==> config.mk <==
export PLATFORM = sky130hd
export DESIGN_NAME = lae_ram
export DESIGN_NICKNAME = d
export VERILOG_FILES = /design/src/hw/rtl/lae_ram.sv
export SDC_FILE = /design/constraint.sdc
export NUM_CORES = 1
export LEC_CHECK = 0
export BUFFER_PORTS_ARGS = -buffer_cell sky130_fd_sc_hd__buf_2
export CORE_UTILIZATION = 65
export DETAILED_ROUTE_END_ITERATION = 8
export HOLD_SLACK_MARGIN = 0.15
export PLACE_DENSITY = 0.81
export SLEW_MARGIN = 20
export SYNTH_ARGS = -nofsm -noshare
export SYNTH_HDL_FRONTEND = slang
export SYNTH_SLANG_ARGS = --single-unit
==> constraint.sdc <==
create_clock -name clk_i -period 5.1 [get_ports clk_i]
set_clock_uncertainty 0.15 [all_clocks]
set_input_delay 0.765 -clock clk_i [delete_from_list [all_inputs] [get_ports clk_i]]
set_output_delay 0.765 -clock clk_i [all_outputs]
set_load 0.01 [all_outputs]
==> src/hw/rtl/lae_ram.sv <==
// ----------------------------------------------------------------------------
// lae_ram
// Generic single write, single read RAM with registered read data.
// ----------------------------------------------------------------------------
`default_nettype none

module lae_ram #(
  parameter int WIDTH = 8,
  parameter int DEPTH = 16
) (
  input  wire logic                                     clk_i,
  input  wire logic                                     we_i,
  input  wire logic [(DEPTH > 1 ? $clog2(DEPTH) : 1)-1:0] waddr_i,
  input  wire logic [WIDTH-1:0]                         wdata_i,
  input  wire logic [(DEPTH > 1 ? $clog2(DEPTH) : 1)-1:0] raddr_i,
  output logic      [WIDTH-1:0]                         rdata_o
);

  logic [WIDTH-1:0] mem_q [DEPTH];

  always_ff @(posedge clk_i) begin
    if (we_i) begin
      mem_q[waddr_i] <= wdata_i;
    end
    rdata_o <= mem_q[raddr_i];
  end

endmodule

`default_nettype wire

# Word level (Yosys, flattened, before mapping)
# Memory sizes are Yosys's and may differ from the RTL's. A register that Yosys moved wholly into a read port is not among the register bits.
# Index checks and enable logic that the tools add are counted.
[classes]
add_sub_neg = 0
mul = 0
div_mod_pow = 0
order_cmp = 0
n_eq_ne = 0
shifts = 0
mux = 2
bitwise = 0
n_reduce_logical = 0
[op_table]
columns = ["operator", "count"]
rows = [
  ["$mux 1", 2],
]
[word_totals]
ff_bits = 0
latch_bits = 0
ramBits = 128
mem_bits_ro = 0
in_bits = 18
output_inout_bits = 8
elab_cells = 3
mem_count = 1
[mem_list]
columns = ["memory", "depth", "width", "read_ports", "rd_clocked_by_memory_dff", "write_ports", "line", "rtl"]
rows = [
  ["mem_q", 16, 8, 1, 1, 1, "19", "logic [WIDTH-1:0] mem_q [DEPTH];"],
]

# Longest topological paths before layout
# Gate-level depths: netlist (run 1).
[logic_depth]
depth_word = 2
ltp_mapped = 5
mapped_depth_nobuf = 3

# Least setup slack after synthesis (run 1)
# Ideal clock, no wire load.
[synth_path]
path_kind = "input-to-reg"
startpoint = "input waddr_i[2] (netlist name)"
endpoint = "memory mem_q[0][0], enable pin"
setup_time_ps = 383
arrival_time_ps = 1875
required_ps = 4567
path_slack_ps = 2692
cell_stages = 2
path_buffers = 0
cell_sequence = "or3b_2 nor3_1"
[synth_rtl]
columns = ["element", "line", "rtl"]
rows = [
  ["start, declared", "13", "input wire logic [(DEPTH > 1 ? $clog2(DEPTH) : 1)-1:0] waddr_i,"],
  ["end, declared", "19", ""],
]
# Straight into the memory's write port.

==> results of run 1 <==
[flip-flops by register name (all words and copies together), names as in the netlist]
signal	count
mem_q	128
rdata_o	8
[stage by stage]
step / instance area [um^2] / utilization (%) / cells / worst slack [ns]
final: 5940 / 77.2 / 379 / 2.71
after global routing: 5940 / 77.2 / 379 / 2.58
after CTS: 5940 / 77.2 / 379 / 2.71
after detailed placement: 5340 / 69.4 / 347 / 2.15
after global placement: 5330 / 69.4 / 347 / 2.15
after floorplan: 5150 / - / 229 / 2.69
[power by group]
part           internal, mW  switching (mW)  total, mW
Sequential             1.25         0.00835       1.26
Clock                 0.790           0.439       1.23
Combinational        0.0447          0.0668      0.111
[path summary, 6_finish.rpt]
check	startpoint	end	slack (ns)	cells after the start
worst max-delay path	raddr_i[0]	rdata_o[3]$_DFF_P_	2.71	4
worst max register to register	mem_q[2][3]$_DFFE_PP_	rdata_o[3]$_DFF_P_	3.54	3
worst min-delay path	wdata_i[5]	mem_q[14][5]$_DFFE_PP_	0.47	1
worst min register to register	mem_q[14][3]$_DFFE_PP_	rdata_o[3]$_DFF_P_	0.52	3
[cells by family (layout without fill, tap and decap cells)]
kind of cell,after synthesis,in the layout
multiplexers,32,32
AND/OR/NAND/NOR,35,35
AO/OA/AOI/OAI,16,16
buffers and inverters,10,58
flip-flops,136,136
[cells in the final DEF, fill, tap and decap left out, drive strengths merged, types with 2 or more instances in the layout]
cell	netlist	layout
nand3b	2	2
a22oi	16	16
mux4	32	32
clkinvlp	0	2
edfxtp	128	128
nand2	9	9
buf	7	26
bufinv	0	4
nor3	4	4
dfxtp	8	8
nand2b	2	2
nor2	13	13
clkbuf	0	19
clkinv	0	7
[routing by layer]
layer | routed length, um | track usage (%) | share of wire, %
met5 | 0 | 0 | 0
met4 | 202 | 13.4 | 2.0
met3 | 786 | 7.87 | 7.7
met2 | 5080 | 41.7 | 50
met1 | 4130 | 39.3 | 41
[final cells by class]
| class | instances | area, um^2 | area share [%] |
|---|---|---|---|
| timing repair buffer | 26 | 133 | 2.23 |
| multi-input combinational | 83 | 1070 | 18.1 |
| sequential | 136 | 4000 | 67.4 |
| clock buffer | 19 | 422 | 7.10 |
| clock inverter | 13 | 179 | 3.01 |
| tap | 102 | 128 | 2.15 |
[critical path: stages]
cell     delay, ns
buf_2         0.78
mux4_1        0.69
a22oi_1       0.31
nand2_1       0.08
==> out/metrics.cfg, run 1 <==
[routing]
viasPerCell=6.56
dr_total_vias=2487
antenna_left=0
drt_pass1_iterations=5
finalWirelength_mm=10.2
drt-wirelength-per-cell_um=26.9
drc=0
drtIter0Drc=256

[clocking]
cts_buffers=17
cts_max_level=4
post_cts_resized=0
cts_root_buf=clkbuf_8
clockBufferDepth=2
cts_hold_buffers=0
cts_setup_buffers=0
clk_pin_slew_ns=0.06
clkLatencyLatePin_ns=0.51
cts.sinks=136
cts_tree=yes

[layout]
area_delta_synth_final_pct=15.3
drive_gt1_share_pct=27.4
antenna_cells=0
fill_cells=397
nNetsFinal=282

[timing]
final-max-slew-violation-count=0
rsz0062_at_grt=no
hold_violations=0
setup_viol_count_final=0
clock.fmax_mhz=418
tightest_slew_ns=1.05
fin_setup_tns_ns=0
period_needed_ns=2.39
slew-limit-headroom_pct=29.9
hold_ws_ns=0.470
min_period_over_period_pct=47.0

[synth]
synth_nets=247
synth_fa_ha_area_share_pct=0
syn_inst=229
yosys-top-cells-count=edfxtp_1 (128), mux4_2 (18), a22oi_1 (16)
yosysMostFrequentCell=edfxtp_1
ys_ff_latch=136
netlist_top_cells_area=edfxtp_1 (75%), mux4_2 (7.9%), mux4_1 (7.1%)
yosysWarnings=0
synth-compound-area-share_pct=2.33
syn_avg_cell_area_um2=22.5
synth-xor-area-share_pct=0
synth-seq-area-share_pct=77.8
ys_async_sr_fraction_pct=0
muxShareOfSynthArea_pct=15.0
synth.distinct_cells=19
yosysTopAreaCell=edfxtp_1
yosys.area_share.simple_pct=3.18
synth.cell_area_um2=5150
synth_ff_type=edfxtp_1
synth_edf_count=128
synth_top_cell_area_share_pct=74.7
synth_top_family_by_area=multiplexers

[setup_path]
cp.required_ns=5.35
cp_max_fo=32
path_class=input pin to flip-flop
end_kind=flip-flop
cp_data_arrival_time_ns=2.64
startpoint_type=input pin

[floorplanning]
core_um2=7690
initial_core_util_pct=67.0
fp.dieW_um=91.0
pin_count=26
die_area_um2=8280
die_h_um=91.0
rows=32

[power]
power_density_nw_per_um2=438
leakage_nw=1.99
p_total_mw=2.60
peakVddDrop_mv=0.286

[placement]
gp_congestion=0.760
port_buffers=25
dp_hpwl_mm=5.64

[grt]
grt_max_degree=33
antenna_found_initial=0
track_usage_pct=28.0
grt_pass1_vias=2545
grt-ovfl-total=0
grt_first_pass_wirelength_mm=15.5

[outcome]
outcome=complete, no violations

[job]
drv_cap=0

[min_path]
min_path_type=input pin to flip-flop

Power figures use the tool's default switching activity.
==> run 2, diff against run 1 <==
--- a/config.mk
+++ b/config.mk
@@ -6,10 +6,10 @@
 export NUM_CORES = 1
 export LEC_CHECK = 0
 export BUFFER_PORTS_ARGS = -buffer_cell sky130_fd_sc_hd__buf_2
-export CORE_UTILIZATION = 65
+export CORE_UTILIZATION = 60
 export DETAILED_ROUTE_END_ITERATION = 8
 export HOLD_SLACK_MARGIN = 0.15
-export PLACE_DENSITY = 0.81
+export PLACE_DENSITY = 0.75
 export SLEW_MARGIN = 20
 export SYNTH_ARGS = -nofsm -noshare
 export SYNTH_HDL_FRONTEND = slang
==> constraint.sdc (replaced) <==
create_clock -name clk_i -period 2.4 [get_ports clk_i]
set_clock_uncertainty 0.15 [all_clocks]
set_input_delay 0.36 -clock clk_i [delete_from_list [all_inputs] [get_ports clk_i]]
set_output_delay 0.36 -clock clk_i [all_outputs]
set_load 0.01 [all_outputs]
==> run 2 against run 1 <==
Net effect: critical path depth down 1; die area increased by 8.1%; cell area is 3.2% higher; clock-buffer cell count up 1; sequential power rose by 110%; clock power up 99%; critical path type is now flip-flop to flip-flop.
==> out/metrics.cfg, run 2 (synthesis gave the netlist of run 1 again) <==
[grt]
grt_pass1_vias=2478
grt-ovfl-total=0
grt_first_pass_wirelength_mm=14.7
grt_max_degree=33
track_usage_pct=24.9
antenna_found_initial=0

[floorplanning]
rows=33
core_um2=8260
die_area_um2=8950
pin_count=26
die_h_um=94.6
fp.dieW_um=94.6
initial_core_util_pct=62.3

[setup_path]
cp.required_ns=2.65
path_cells=mux4_1 > a22oi_1 > nand2_1
rrSetupSlack_ns=0.83
cp-endpoint=rdata_o[0]$_DFF_P_
max_stage_delay_ns=0.54
regToRegStartpoint=mem_q[5][0]$_DFFE_PP_
end_kind=flip-flop
crit_buf_inv=0
path_class=flip-flop to flip-flop
cp_max_fo=1
startpoint_type=flip-flop
cp.depth=3
cp_data_arrival_time_ns=1.82
cp_slowest_cell=mux4_1
critPathTopFamily=multiplexers
r2r-end=rdata_o[0]$_DFF_P_
critPathLaunch=mem_q[5][0]$_DFFE_PP_
r2r_cells=3

[min_path]
hold_depth=3
min-delay-start=waddr_i[0]
min_path_type=input pin to flip-flop

[layout]
antenna_cells=0
postLayoutCoreUtil_pct=74.2
mostFrequentLayoutCells=edfxtp_1 (128), buf_2 (25), mux4_2 (18)
final_design_area_no_fill_um2=6130
drive_gt1_share_pct=30.7
area_delta_synth_final_pct=19.1
largest_reg_flops=128
final_cells=408
final_common_cell=edfxtp_1
top_register=mem_q
top_regs=mem_q (128), rdata_o (8)
nNetsFinal=308

[placement]
place_ws_ns=0.369
port_buffers=25
dp_hpwl_mm=5.65
dpl-instance-area_um2=5490
gp_congestion=0.777
dp.cells=368

[timing]
fin_setup_tns_ns=0
rsz0062_at_grt=no
worst_slack_ns=0.830
hold_violations=0
clock.fmax_mhz=637
tightest_slew_ns=0.666
min_period_over_period_pct=65.4
slew-limit-headroom_pct=55.5
setup_viol_count_final=0
final-max-slew-violation-count=0
period_needed_ns=1.57

[power]
p_clk_share_pct=45.5
peakVddDrop_mv=0.556
internal-power_mw=4.27
switching_power_mw=1.11
pwr-share-comb_pct=4.8
power_density_nw_per_um2=878
leakage_nw=2.10
seqPwrFrac_pct=49.7
p_sw_share_pct=20.7

[clocking]
cts.sinks=136
clk_pin_slew_ns=0.06
post_cts_resized=0
clkLatencyLatePin_ns=0.52
cts_root_buf=clkbuf_8
cts_setup_buffers=0
cts_max_level=4
clockBufferDepth=2
cts_buffers=17
cts_tree=yes

[routing]
drc=0
viasPerCell=6.05
finalWirelength_mm=9.94
drt-wirelength-per-cell_um=24.4
antenna_left=0
dr_total_vias=2469
drtIter0Drc=218
drt_pass1_iterations=4

[outcome]
outcome=complete, no violations

[job]
drv_cap=0

==> run 2: cell types whose count changed in the layout (fill, tap and decap cells not counted), sizes merged, moves of 2 or more <==
| cell | change |
|---|---|
| buf | +18 |
| bufinv | -2 |
| clkinvlp | +2 |
| dlygate4sd3 | +8 |
| clkinv | -2 |
==> run 2: area by class of cell <==
cell class | instances | area, um^2
clock buffers | 20 | 435
clock inverters | 12 | 128
fillers | 487 | 2130
multi-input cells | 83 | 1060
flip-flops and latches | 136 | 4000
well taps | 105 | 131
repair buffers | 52 | 373
==> run 2: worst min path at each step <==
stage	end	slack [ns]
after floorplan	mem_q[0][0]$_DFFE_PP_	0.31
after global placement	rdata_o[7]$_DFF_P_	0.51
after detailed placement	rdata_o[0]$_DFF_P_	0.51
after CTS	mem_q[0][2]$_DFFE_PP_	0.22
after global routing	mem_q[4][2]$_DFFE_PP_	0.25
final	mem_q[0][2]$_DFFE_PP_	0.25
==> run 2: power by group through the flow <==
stage               registers [mW]  clock network [mW]  logic [mW]
floorplan                     2.72                   0       0.135
global placement              2.72                   0       0.241
detailed placement            2.72                   0       0.247
CTS                           2.68                2.49       0.261
global route                  2.68                2.58       0.279
finish                        2.67                2.45       0.257
==> run 2: metrics by stage <==
| step | total power [mW] | hold slack (ns) |
|---|---|---|
| after floorplan | 2.86 | 0.309 |
| after global placement | 2.96 | 0.507 |
| after detailed placement | 2.97 | 0.510 |
| after CTS | 5.42 | 0.222 |
| after global routing | 5.54 | 0.250 |
| final | 5.38 | 0.246 |
==> run 2: repair_timing <==
item	CTS	global route
hold buffers	8	0
endpoints found under the setup margin	0	0
endpoints found under the hold margin	128	0
==> run 2: routing by layer <==
layer  global-route usage (%)  vias to the layer above  routed length, um
li1                         -                     1096                  -
met1                     33.7                     1241               3940
met3                     6.44                       17                780
met5                        0                        -                  0
met2                     38.3                      115               4960
met4                     11.9                        0                252
==> run 2: worst min-delay path: cells and delay by family <==
family                 cells  cell delay [ns]
AND/OR/NAND/NOR            1             0.06
buffers and inverters      2             0.31
==> run 3, diff against run 2 <==
--- a/config.mk
+++ b/config.mk
@@ -5,11 +5,12 @@
 export SDC_FILE = /design/constraint.sdc
 export NUM_CORES = 1
 export LEC_CHECK = 0
+export ABC_AREA = 1
 export BUFFER_PORTS_ARGS = -buffer_cell sky130_fd_sc_hd__buf_2
-export CORE_UTILIZATION = 60
+export CORE_UTILIZATION = 61
 export DETAILED_ROUTE_END_ITERATION = 8
 export HOLD_SLACK_MARGIN = 0.15
-export PLACE_DENSITY = 0.75
+export PLACE_DENSITY = 0.76
 export SLEW_MARGIN = 20
 export SYNTH_ARGS = -nofsm -noshare
 export SYNTH_HDL_FRONTEND = slang
==> constraint.sdc (replaced) <==
create_clock -name clk_i -period 1.6 [get_ports clk_i]
set_clock_uncertainty 0.15 [all_clocks]
set_input_delay 0.24 -clock clk_i [delete_from_list [all_inputs] [get_ports clk_i]]
set_output_delay 0.24 -clock clk_i [all_outputs]
set_load 0.01 [all_outputs]
==> run 3 against run 2 <==
Net effect: synthesized area is 12% higher; clock-buffer cell count is 1 higher; critical path depth is 2 lower; via count is 60% higher; largest power group is now clock; worst hold slack worse by 0.057 ns; combinational power is 100% higher; highest routed layer unchanged; first-iteration DRC count is 48% higher.
==> out/metrics.cfg, run 3 <==
[outcome]
outcome=complete, no violations

[layout]
fill_cells=604
final_common_cell=nand2_1
seq_area_um2=4000
mostFrequentLayoutCells=nand2_1 (173), edfxtp_1 (128), inv_1 (100)
top_regs=mem_q (128), rdata_o (8)
drive_gt1_share_pct=13.7
antenna_cells=0
top_register=mem_q
final_design_area_no_fill_um2=6820
multi_input_area_um2=1210
area_delta_synth_final_pct=18.3
nNetsFinal=626
largest_reg_flops=128

[timing]
clock.fmax_mhz=718
period_needed_ns=1.39
hold_violations=0
setup_viol_count_final=0
min_period_over_period_pct=87.1
slew-limit-headroom_pct=74.7
fin_setup_tns_ns=0
tightest_slew_ns=0.380
final-max-slew-violation-count=0
worst_slack_ns=0.207
rsz0062_at_grt=no

[setup_path]
path_class=flip-flop to output port
startpoint_type=flip-flop
critPathTopFamily=flip-flops
r2r_cells=6
path_cells=buf_2
cp.required_ns=1.21
crit_buf_inv=1
cp_slowest_cell=dfxtp_1
end_kind=output port
cp_max_fo=1
cp.depth=1
cp_data_arrival_time_ns=1.00
max_stage_delay_ns=0.34

[routing]
antenna_left=0
drc=0
drt_pass1_iterations=5
finalWirelength_mm=12.8
viasPerCell=5.38
drt-wirelength-per-cell_um=17.5
dr_total_vias=3939
drtIter0Drc=322

[power]
peakVddDrop_mv=0.814
power_density_nw_per_um2=1260
leakage_nw=3.01

[synth]
syn_avg_cell_area_um2=10.5
synth.distinct_cells=12
synth_top_cell_area_share_pct=66.7
yosysTopAreaCell=edfxtp_1
netlist_top_cells_area=edfxtp_1 (67%), nand2_1 (11%), nand3_1 (8.4%)
synth_edf_count=128
yosysWarnings=0
ys_async_sr_fraction_pct=0
yosysMostFrequentCell=nand2_1
synth.cell_area_um2=5770
yosys-top-cells-count=nand2_1 (173), edfxtp_1 (128), inv_1 (100)
synth_ff_type=edfxtp_1
synth_nets=569
synth-seq-area-share_pct=69.4
syn_inst=551
ys_ff_latch=136

[clocking]
cts_root_buf=clkbuf_8
clkLatencyLatePin_ns=0.52
cts_setup_buffers=0
clk_pin_slew_ns=0.06
cts_tree=yes
cts_max_level=4
clockBufferDepth=2
cts.sinks=136
cts_buffers=17

[min_path]
min_path_type=input pin to flip-flop
hold_depth=6

[floorplanning]
fp.dieW_um=99.2
core_um2=9200
initial_core_util_pct=62.7
die_area_um2=9850
rows=35
die_h_um=99.2
pin_count=26

[placement]
place_ws_ns=0.148
port_buffers=25
dp_hpwl_mm=7.57
gp_congestion=0.837
dpl-instance-area_um2=6090

[grt]
grt_first_pass_wirelength_mm=20.4
grt_pass1_vias=4008
grt-ovfl-total=0
antenna_found_initial=0
grt_max_degree=65
track_usage_pct=28.6

[job]
drv_cap=0

-- run 3: cell types whose count changed in the layout (fill, tap and decap cells not counted), sizes merged, moves of 2 or more --
cell	previous run	this run
nand3	1	97
nand2	9	173
inv	1	102
a22oi	16	0
bufinv	2	4
buf	44	52
mux4	32	0
nand2b	2	0
nor3	4	0
nor2	13	17
dlygate4sd3	8	10
-- run 3: logic make-up (layout without fill, tap and decap cells) --
group	Yosys count	count (layout)	share of synthesized area [%]
flip-flops	136	136	69.4
buffers and inverters	126	196	9.52
AND/OR/NAND/NOR	289	289	21.0
-- run 3: worst reg2reg max path, cell delays in order (launching register included) --
cell	delay [ns]
edfxtp_1	0.36
inv_1	0.07
nand2_1	0.06
nand3_1	0.09
nand3_1	0.13
nand3_1	0.18
nand2_1	0.07
-- run 3: final timing paths --
| path | startpoint | endpoint | slack (ns) |
|---|---|---|---|
| hold reg to reg | mem_q[10][3]$_DFFE_PP_ | rdata_o[3]$_DFF_P_ | 0.50 |
| hold / removal | raddr_i[1] | rdata_o[0]$_DFF_P_ | 0.19 |
| setup / recovery | rdata_o[0]$_DFF_P_ | rdata_o[0] | 0.21 |
| setup reg to reg | mem_q[7][3]$_DFFE_PP_ | rdata_o[3]$_DFF_P_ | 0.40 |
-- run 3: cell type report --
class / count / share of cell area [%]
inverter: 102 / 5.61
timing repair buffer: 62 / 6.64
multi-input combinational: 289 / 17.8
sequential: 136 / 58.7
clock buffer: 21 / 6.73
clock inverter: 11 / 2.49
tap: 111 / 2.04
-- run 3: what timing repair did --
| action | 4_1_cts | 5_1_grt |
|---|---|---|
| resized for setup | 0 | 0 |
| hold endpoints to repair | 136 | 0 |
| hold buffers | 10 | 0 |
-- run 3: per-stage QoR --
step,hold slack (ns),cells,util (%),power [mW]
floorplan,0.189,551,-,4.37
global placement,0.462,690,66.2,4.56
global route,0.225,732,74.2,8.84
finish,0.188,732,74.2,8.61
CTS,0.180,732,74.2,8.62
detailed placement,0.467,690,66.2,4.57
-- run 3: report_power, final --
group	internal, mW	switching (mW)	leakage, nW
Sequential	3.98	0.0226	1.22
Clock	2.65	1.43	0.300
Combinational	0.169	0.352	1.48
Total	6.81	1.80	3.01
-- run 3: layer usage --
| layer | part of all wire, % | GRT usage, % |
|---|---|---|
| met1 | 40 | 35.5 |
| met2 | 50 | 48.6 |
| met3 | 7.7 | 5.76 |
| met4 | 2.7 | 13.8 |
| met5 | 0 | 0 |
